File: src/design/rws_pkg.sv
`default_nettype none
// ----------------------------------------------------------------------------
// rws_pkg
// Shared constants, codes and types of the roulette-wheel selection block.
// ----------------------------------------------------------------------------
package rws_pkg;

    // default sizes, handed to the top level parameters
    localparam int MAX_POPULATION_DEF = 256;
    localparam int FITNESS_BITS_DEF   = 32;
    localparam int RANDOM_BITS_DEF    = 16;

    // fixed field widths
    localparam int CFG_W    = 9;
    localparam int INDEX_W  = 8;
    localparam int STATUS_W = 2;

    localparam logic [CFG_W-1:0] CFG_POP_RESET = 9'd16;

    // action codes
    localparam logic ACT_LOAD   = 1'b0;
    localparam logic ACT_SELECT = 1'b1;

    // result status codes
    localparam logic [STATUS_W-1:0] STATUS_OK       = 2'd0;
    localparam logic [STATUS_W-1:0] STATUS_FALLBACK = 2'd1;
    localparam logic [STATUS_W-1:0] STATUS_BEYOND   = 2'd2;

    // completion report of the selection unit
    typedef struct packed {
        logic done;
        logic fallback;
    } t_sel_status;

endpackage

`default_nettype wire

File: src/design/rws_select_unit.sv
`default_nettype none
// ----------------------------------------------------------------------------
// rws_select_unit
// Selection sequencer: one shared add/sub unit forms the span, the scaled
// threshold (shift-add multiply) and the running sum of the table walk.
// ----------------------------------------------------------------------------
module rws_select_unit #(
    parameter int MAX_POPULATION = rws_pkg::MAX_POPULATION_DEF,
    parameter int FITNESS_BITS   = rws_pkg::FITNESS_BITS_DEF,
    parameter int RANDOM_BITS    = rws_pkg::RANDOM_BITS_DEF
) (
    input  wire logic                                        i_clk,
    input  wire logic                                        i_rst_n,
    input  wire logic                                        i_start,
    input  wire logic [RANDOM_BITS-1:0]                      i_random,
    input  wire logic [$clog2(MAX_POPULATION+1)-1:0]         i_pop,
    input  wire logic signed [FITNESS_BITS+$clog2(MAX_POPULATION):0] i_total,
    input  wire logic signed [FITNESS_BITS-1:0]              i_minimum,
    input  wire logic signed [FITNESS_BITS-1:0]              i_rd_data,
    output logic                                             o_rd_en,
    output logic [$clog2(MAX_POPULATION)-1:0]                o_rd_addr,
    output logic [$clog2(MAX_POPULATION+1)-1:0]              o_index,
    output rws_pkg::t_sel_status                             o_status
);

    localparam int IDX_W   = $clog2(MAX_POPULATION);
    localparam int POP_W   = $clog2(MAX_POPULATION + 1);
    localparam int SPAN_W  = FITNESS_BITS + IDX_W + 2;
    localparam int PROD_W  = SPAN_W + RANDOM_BITS;
    localparam int MPL_W   = (POP_W > RANDOM_BITS) ? POP_W : RANDOM_BITS;
    localparam int CNT_W   = $clog2(MPL_W + 1);

    typedef enum logic [3:0] {
        S_IDLE = 4'b0001,
        S_SPAN = 4'b0010,
        S_MUL  = 4'b0100,
        S_WALK = 4'b1000
    } t_sel_state;

    t_sel_state                  r_state;
    logic signed [PROD_W-1:0]    r_acc;
    logic signed [PROD_W-1:0]    r_mcand;
    logic [MPL_W-1:0]            r_mplier;
    logic [CNT_W-1:0]            r_cnt;
    logic [RANDOM_BITS-1:0]      r_random;
    logic signed [SPAN_W-1:0]    r_k;
    logic [POP_W-1:0]            r_raddr;
    logic                        r_v1;
    logic [POP_W-1:0]            r_i1;
    logic signed [FITNESS_BITS:0] r_diff;
    logic                        r_v2;
    logic [POP_W-1:0]            r_i2;
    logic [POP_W-1:0]            r_index;
    logic                        r_done;
    logic                        r_fallback;

    logic signed [PROD_W-1:0]    operand;
    logic                        sub;
    logic signed [PROD_W-1:0]    sum;
    logic signed [PROD_W-1:0]    k_ext;
    logic                        hit;
    logic                        last;

    // shared add/sub unit
    always_comb begin
        operand = '0;
        sub     = 1'b0;
        case (r_state)
            S_SPAN: begin
                sub = 1'b1;
                if (r_mplier[0]) begin
                    operand = r_mcand;
                end
            end
            S_MUL: begin
                if (r_mplier[0]) begin
                    operand = r_mcand;
                end
            end
            S_WALK: begin
                operand = PROD_W'(r_diff);
            end
            default: begin
                operand = '0;
            end
        endcase
        sum = r_acc + (sub ? ~operand : operand) + PROD_W'(sub);
    end

    assign k_ext     = PROD_W'(r_k);
    assign hit       = (k_ext <= sum);
    assign last      = (r_i2 == (i_pop - POP_W'(1)));
    assign o_rd_en   = (r_state == S_WALK) && (r_raddr < i_pop);
    assign o_rd_addr = r_raddr[IDX_W-1:0];

    always_ff @(posedge i_clk) begin
        if (!i_rst_n) begin
            r_state    <= S_IDLE;
            r_v1       <= 1'b0;
            r_v2       <= 1'b0;
            r_done     <= 1'b0;
            r_fallback <= 1'b0;
        end else begin
            r_v1       <= o_rd_en;
            r_v2       <= r_v1;
            r_done     <= 1'b0;
            r_fallback <= 1'b0;
            case (r_state)
                S_IDLE: begin
                    if (i_start) begin
                        r_state <= S_SPAN;
                    end
                end
                S_SPAN: begin
                    if (r_cnt == CNT_W'(1)) begin
                        r_state <= S_MUL;
                    end
                end
                S_MUL: begin
                    if (r_cnt == CNT_W'(1)) begin
                        r_state <= S_WALK;
                    end
                end
                S_WALK: begin
                    if (r_v2 && (hit || last)) begin
                        r_state    <= S_IDLE;
                        r_done     <= 1'b1;
                        r_fallback <= !hit;
                    end
                end
                default: begin
                    r_state <= S_IDLE;
                end
            endcase
        end
    end

    // datapath registers
    always_ff @(posedge i_clk) begin
        r_i1   <= r_raddr;
        r_i2   <= r_i1;
        r_diff <= (FITNESS_BITS+1)'(i_rd_data) - (FITNESS_BITS+1)'(i_minimum);
        case (r_state)
            S_IDLE: begin
                // span starts from the total, pop * minimum is taken off bit by bit
                r_acc    <= PROD_W'(i_total);
                r_mcand  <= PROD_W'(i_minimum);
                r_mplier <= MPL_W'(i_pop);
                r_cnt    <= CNT_W'(POP_W);
                r_random <= i_random;
            end
            S_SPAN: begin
                r_cnt <= r_cnt - CNT_W'(1);
                if (r_cnt == CNT_W'(1)) begin
                    r_acc    <= '0;
                    r_mcand  <= sum;
                    r_mplier <= MPL_W'(r_random);
                    r_cnt    <= CNT_W'(RANDOM_BITS);
                end else begin
                    r_acc    <= sum;
                    r_mcand  <= r_mcand <<< 1;
                    r_mplier <= r_mplier >> 1;
                end
            end
            S_MUL: begin
                r_cnt <= r_cnt - CNT_W'(1);
                if (r_cnt == CNT_W'(1)) begin
                    // arithmetic shift floors toward minus infinity
                    r_k     <= SPAN_W'(sum >>> RANDOM_BITS);
                    r_acc   <= '0;
                    r_raddr <= '0;
                end else begin
                    r_acc    <= sum;
                    r_mcand  <= r_mcand <<< 1;
                    r_mplier <= r_mplier >> 1;
                end
            end
            S_WALK: begin
                if (o_rd_en) begin
                    r_raddr <= r_raddr + POP_W'(1);
                end
                if (r_v2) begin
                    r_acc   <= sum;
                    r_index <= hit ? r_i2 : '0;
                end
            end
            default: begin
                r_acc <= r_acc;
            end
        endcase
    end

    assign o_index           = r_index;
    assign o_status.done     = r_done;
    assign o_status.fallback = r_fallback;

endmodule

`default_nettype wire

File: config.mk
export PLATFORM = sky130hd
export DESIGN_NAME = rws_select_unit
export DESIGN_NICKNAME = d
export VERILOG_FILES = /design/src/design/rws_pkg.sv /design/src/design/rws_select_unit.sv
export SDC_FILE = /design/constraint.sdc
export NUM_CORES = 1
export LEC_CHECK = 0
export ABC_AREA = 1
export BUFFER_PORTS_ARGS = -buffer_cell sky130_fd_sc_hd__buf_2
export CORE_MARGIN = 5
export CORE_UTILIZATION = 40
export DETAILED_ROUTE_END_ITERATION = 10
export HOLD_SLACK_MARGIN = 0.05
export MAX_ROUTING_LAYER = met4
export PLACE_DENSITY = 0.68
export SLEW_MARGIN = 10
export SYNTH_ARGS = -nofsm -noshare
export SYNTH_HDL_FRONTEND = slang
export SYNTH_SLANG_ARGS = --single-unit
File: constraint.sdc
create_clock -name i_clk -period 5.35 [get_ports i_clk]
set_input_delay 0.2675 -clock i_clk [delete_from_list [all_inputs] [get_ports i_clk]]
set_output_delay 0.2675 -clock i_clk [all_outputs]
set_load 0.02 [all_outputs]
==> results.txt <==
----------------------------------------------------
[Drt]
  Highest routing layer actually used ... met4
  DRC violation count after routing ... 0
  Antenna viol nets, final ... 0
  Met1 wire length ... 25.0 mm
  Post-Route WL ... 60.0 mm
  Via count ... 16783
  Iter 0 DRT Violations ... 1347
  Post-detailed-route wirelength per cell ... 19.1 µm
  Routed wire length on met2 ... 28.5 mm
  Via-to-Cell Ratio ... 5.35
  Detailed-router iteration count before antenna repair ... 5
  Met3 wire length ... 4.01 mm

[Synth]
  Fraction of post-synthesis cell area in the top cell type by area ... 0.364
  Top cells by area in the synthesized netlist ... edfxtp_1, ha_1, nand2_1
  Predominant post-synthesis flop cell ... edfxtp_1
  Cell variety after synth ... 57
  Total of warnings raised by yosys ... 0
  Yosys top cell by area ... edfxtp_1
  Syn nets ... 2276
  Post-synthesis cell area ... 0.0176 mm²
  Cell with the most instances after synthesis ... nand2_1
  Top post-synthesis cells by count ... nand2_1, edfxtp_1, inv_1
  #FFs+latches synth ... 272
  Synthesized netlist cell count ... 1987
  Mean instance size in the synthesized netlist ... 8.85 µm²
  Fraction of synthesis flops using an asynchronous set or reset pin ... 0
  Sequential fraction of the synthesis area ... 0.431
  Post-synth EDFFs ... 213

[Setup path]
  Endpoint class of the critical path ... flip-flop
  Worst setup path category ... flip-flop to flip-flop
  Kind of cell with the highest combined delay on the critical path ... simple AND/OR/NAND/NOR gates
  Maximum fanout encountered on the critical timing path ... 8
  Flop-to-flop setup slack ... -0.12 ns
  Slowest cell delay on critical path ... 0.36 ns
  Total buffers and inverters traversed by the critical path ... 6
  Crit Reg-Reg Endpoint ... r_state[1]
  Signal arrival time at the worst endpoint ... 5.92 ns
  Critical path launch point type ... flip-flop
  Launch point of the worst reg-to-reg path ... r_state[1]
  Cell at the slowest stage of the critical path ... dfxtp_4
  Crit path required time ... 5.80 ns
  Reg2Reg Depth ... 40
  CP dominant cell by count ... nand2_1

[Die]
  Core box area ... 0.0433 mm²
  Width of the die ... 220 µm
  Row Count ... 76
  Number of top-level design ports ... 153
  Starting density of the core ... 0.407
  Die area ... 0.0483 mm²
  Height of the die ... 220 µm

[Power and ir drop]
  Leak pwr ... 11.0 nW
  Max rail drop VDD ... 0.000297 V
  Power after layout ... 0.0140 W
  Pwr dens ... 582 mW/mm²

[Placement]
  Worst slack after detailed placement ... -0.625 ns
  Placed cell areas ... 0.0211 mm²
  Final HPWL DP ... 45.3 mm
  Final weighted congestion in routability-driven placement ... 1.00
  Number of buffer cells added on primary ports ... 152
  Placed Cells ... 2954

[Worst hold path]
  Hold Path Class ... input pin to flip-flop
  Cell count of the worst hold path ... 2
  Worst Min Path Start ... i_rst_n
  Hold path endpoint ... r_state[0]

[STA]
  Final setup violation count ... 15
  Final slew viol count ... 0
  Hold violation count in the final report ... 3
  Worst hold margin ... -0.0360 ns
  Max Clock Skew ... 0.0116 ns
  Maximum frequency from static timing analysis ... 183 MHz
  Slew @ Worst Pin ... 1.09 ns
  Final critical delay including setup and external delays ... 5.47 ns
  Slew margin rel. ... 0.274
  RSZ-0062 raised after global routing ... yes
  Final Worst Setup Slack ... -0.118 ns
  Final clock period utilization by the worst path ... 1.02

[Clock network]
  Number of buffers created by CTS ... 34
  Clock slew at the register clock pins of the worst setup and hold paths ... 0.06 ns
  CTS tree ... yes
  Number of buffers between clock root and the deepest sink ... 3
  CTS Root Buffer Type ... clkbuf_16
  Latest clock arrival within the worst-skew pair ... 0.56 ns
  Count of clock tree sinks ... 272
  Maximum level of the CTS H-tree ... 2
  Quantity of hold-fixing buffers added after cts ... 54

[Layout]
  Number of filler cells placed in the layout ... 3798
  Fraction of final layout cells sized beyond drive strength 1 ... 0.291
  Final layout net count ... 2814
  Post-route insts no fill ... 3135
  Post-route cell area ... 0.0241 mm²
  Diode count ... 0
  Area growth, synth to finish ... 36.8%

[GRT]
  Total congestion overflow ... 0
  Via count of the first global-routing pass ... 17158
  Global-route wire length before repair ... 90.8 mm
  Maximum number of pins on one net before global-route repair ... 54
  GRT Total Usage ... 0.246
  Number of antenna violations at the first check in global routing ... 0

[Run status]
  Result of the run ... finished, violations left
  Violated checks ... hold timing, setup timing

[Run]
  Reported max-cap violation count ... 0

----------------------------------------------------
## routing by layer
| layer | GRT usage | vias to the layer above |
|---|---|---|
| met5 | - | - |
| met4 | 0.103 | 0 |
| met3 | 0.0321 | 150 |
| met2 | 0.411 | 648 |
| met1 | 0.302 | 7954 |
| li1 | - | 8031 |
## per-stage QoR
step                      setup TNS (ns)  hold slack (ns)  utilization
after floorplan                        0            0.310            -
after global placement             -6.41            0.310        0.488
after detailed placement           -7.93            0.312        0.488
after CTS                        -0.0419          -0.0638        0.543
after global routing               -4.96          -0.0448        0.556
final                              -1.38          -0.0360        0.556
## state kept, by name, summed over array words and instances (netlist names), 4 cells and up
name      flops
r_raddr       9
r_mcand      58
r_mplier     16
r_random     16
r_i2          9
r_acc        58
r_i1          9
r_diff       33
o_index       9
r_k          42
r_cnt         5
r_state       4
## layout make-up
| class | count | area (µm²) | area share |
|---|---|---|---|
| inverters | 224 | 846 | 0.0351 |
| clock buffers | 42 | 901 | 0.0374 |
| flip-flops and latches | 272 | 7590 | 0.315 |
| repair buffers | 567 | 4200 | 0.174 |
| multi-input cells | 1426 | 9590 | 0.398 |
| well taps | 585 | 732 | 0.0304 |
| clock inverters | 19 | 211 | 0.00879 |
## power breakdown
group | switching [W] | internal, W | total [W]
Clock | 0.000967 | 0.00136 | 0.00233
Combinational | 0.00464 | 0.00351 | 0.00815
Sequential | 0.000314 | 0.00322 | 0.00354
Total | 0.00592 | 0.00809 | 0.0140
## what timing repair did
| action | 4_1_cts | 5_1_grt |
|---|---|---|
| gates cloned | 1 | 3 |
| endpoints found under the setup margin | 14 | 16 |
| pin swaps | 41 | 59 |
| buffers inserted | 39 | 23 |
| gates resized for setup | 89 | 91 |
| endpoints found under the hold margin | 60 | 3 |
## worst register-to-register path, delay by kind of cell, from the launching register on
kind	cells	cell delay (ns)
AO/OA/AOI/OAI	3	0.53
XOR/XNOR	2	0.43
adder cells (fa/ha/maj)	2	0.65
buffers and inverters	6	0.75
flip-flops	1	0.36
AND/OR/NAND/NOR	27	2.64
## layout by cell type (no fill, tap or decap), drive strengths merged, types with 4 or more instances in the layout
cell           n
a22o           8
a21o          10
nand3         57
dfxtp         59
a32oi         31
a21boi         4
nor4           8
nand4         18
o21a           7
o21bai         8
ha           154
o21ai        166
nand3b         4
nor2         143
a211oi         6
o211ai        11
xor2         117
clkbuf        44
nand2        358
a31oi         39
a22oi         31
a21oi        167
edfxtp       213
inv          227
nor3          13
xnor2         39
buf          511
clkinv        12
a221oi         7
dlygate4sd3   54
## cell families (layout without fill, tap and decap cells)
kind of cell / Yosys count / count (layout) / synth area share
DFF: 272 / 272 / 0.431
adders and majority gates: 156 / 156 / 0.112
xor gates and xnor gates: 156 / 156 / 0.0781
buffers and inverters: 290 / 852 / 0.0640
and+or+nand+nor: 608 / 609 / 0.144
AOI/OAI and AO/OA: 505 / 505 / 0.172
## worst max-delay path by stage
stage	startpoint	end	slack (ns)	cells past startpoint
2_1_floorplan	r_state[3]	o_index[0]	0.005	41
3_5_place_dp	r_state[1]	o_index[3]	-0.62	33
3_3_place_gp	r_state[1]	o_index[7]	-0.49	33
6_report	r_state[1]	r_state[1]	-0.12	40
5_1_grt	r_state[1]	r_state[3]	-0.38	40
4_1_cts	r_state[1]	r_state[3]	-0.02	38
(Power assumes the default switching activity.)
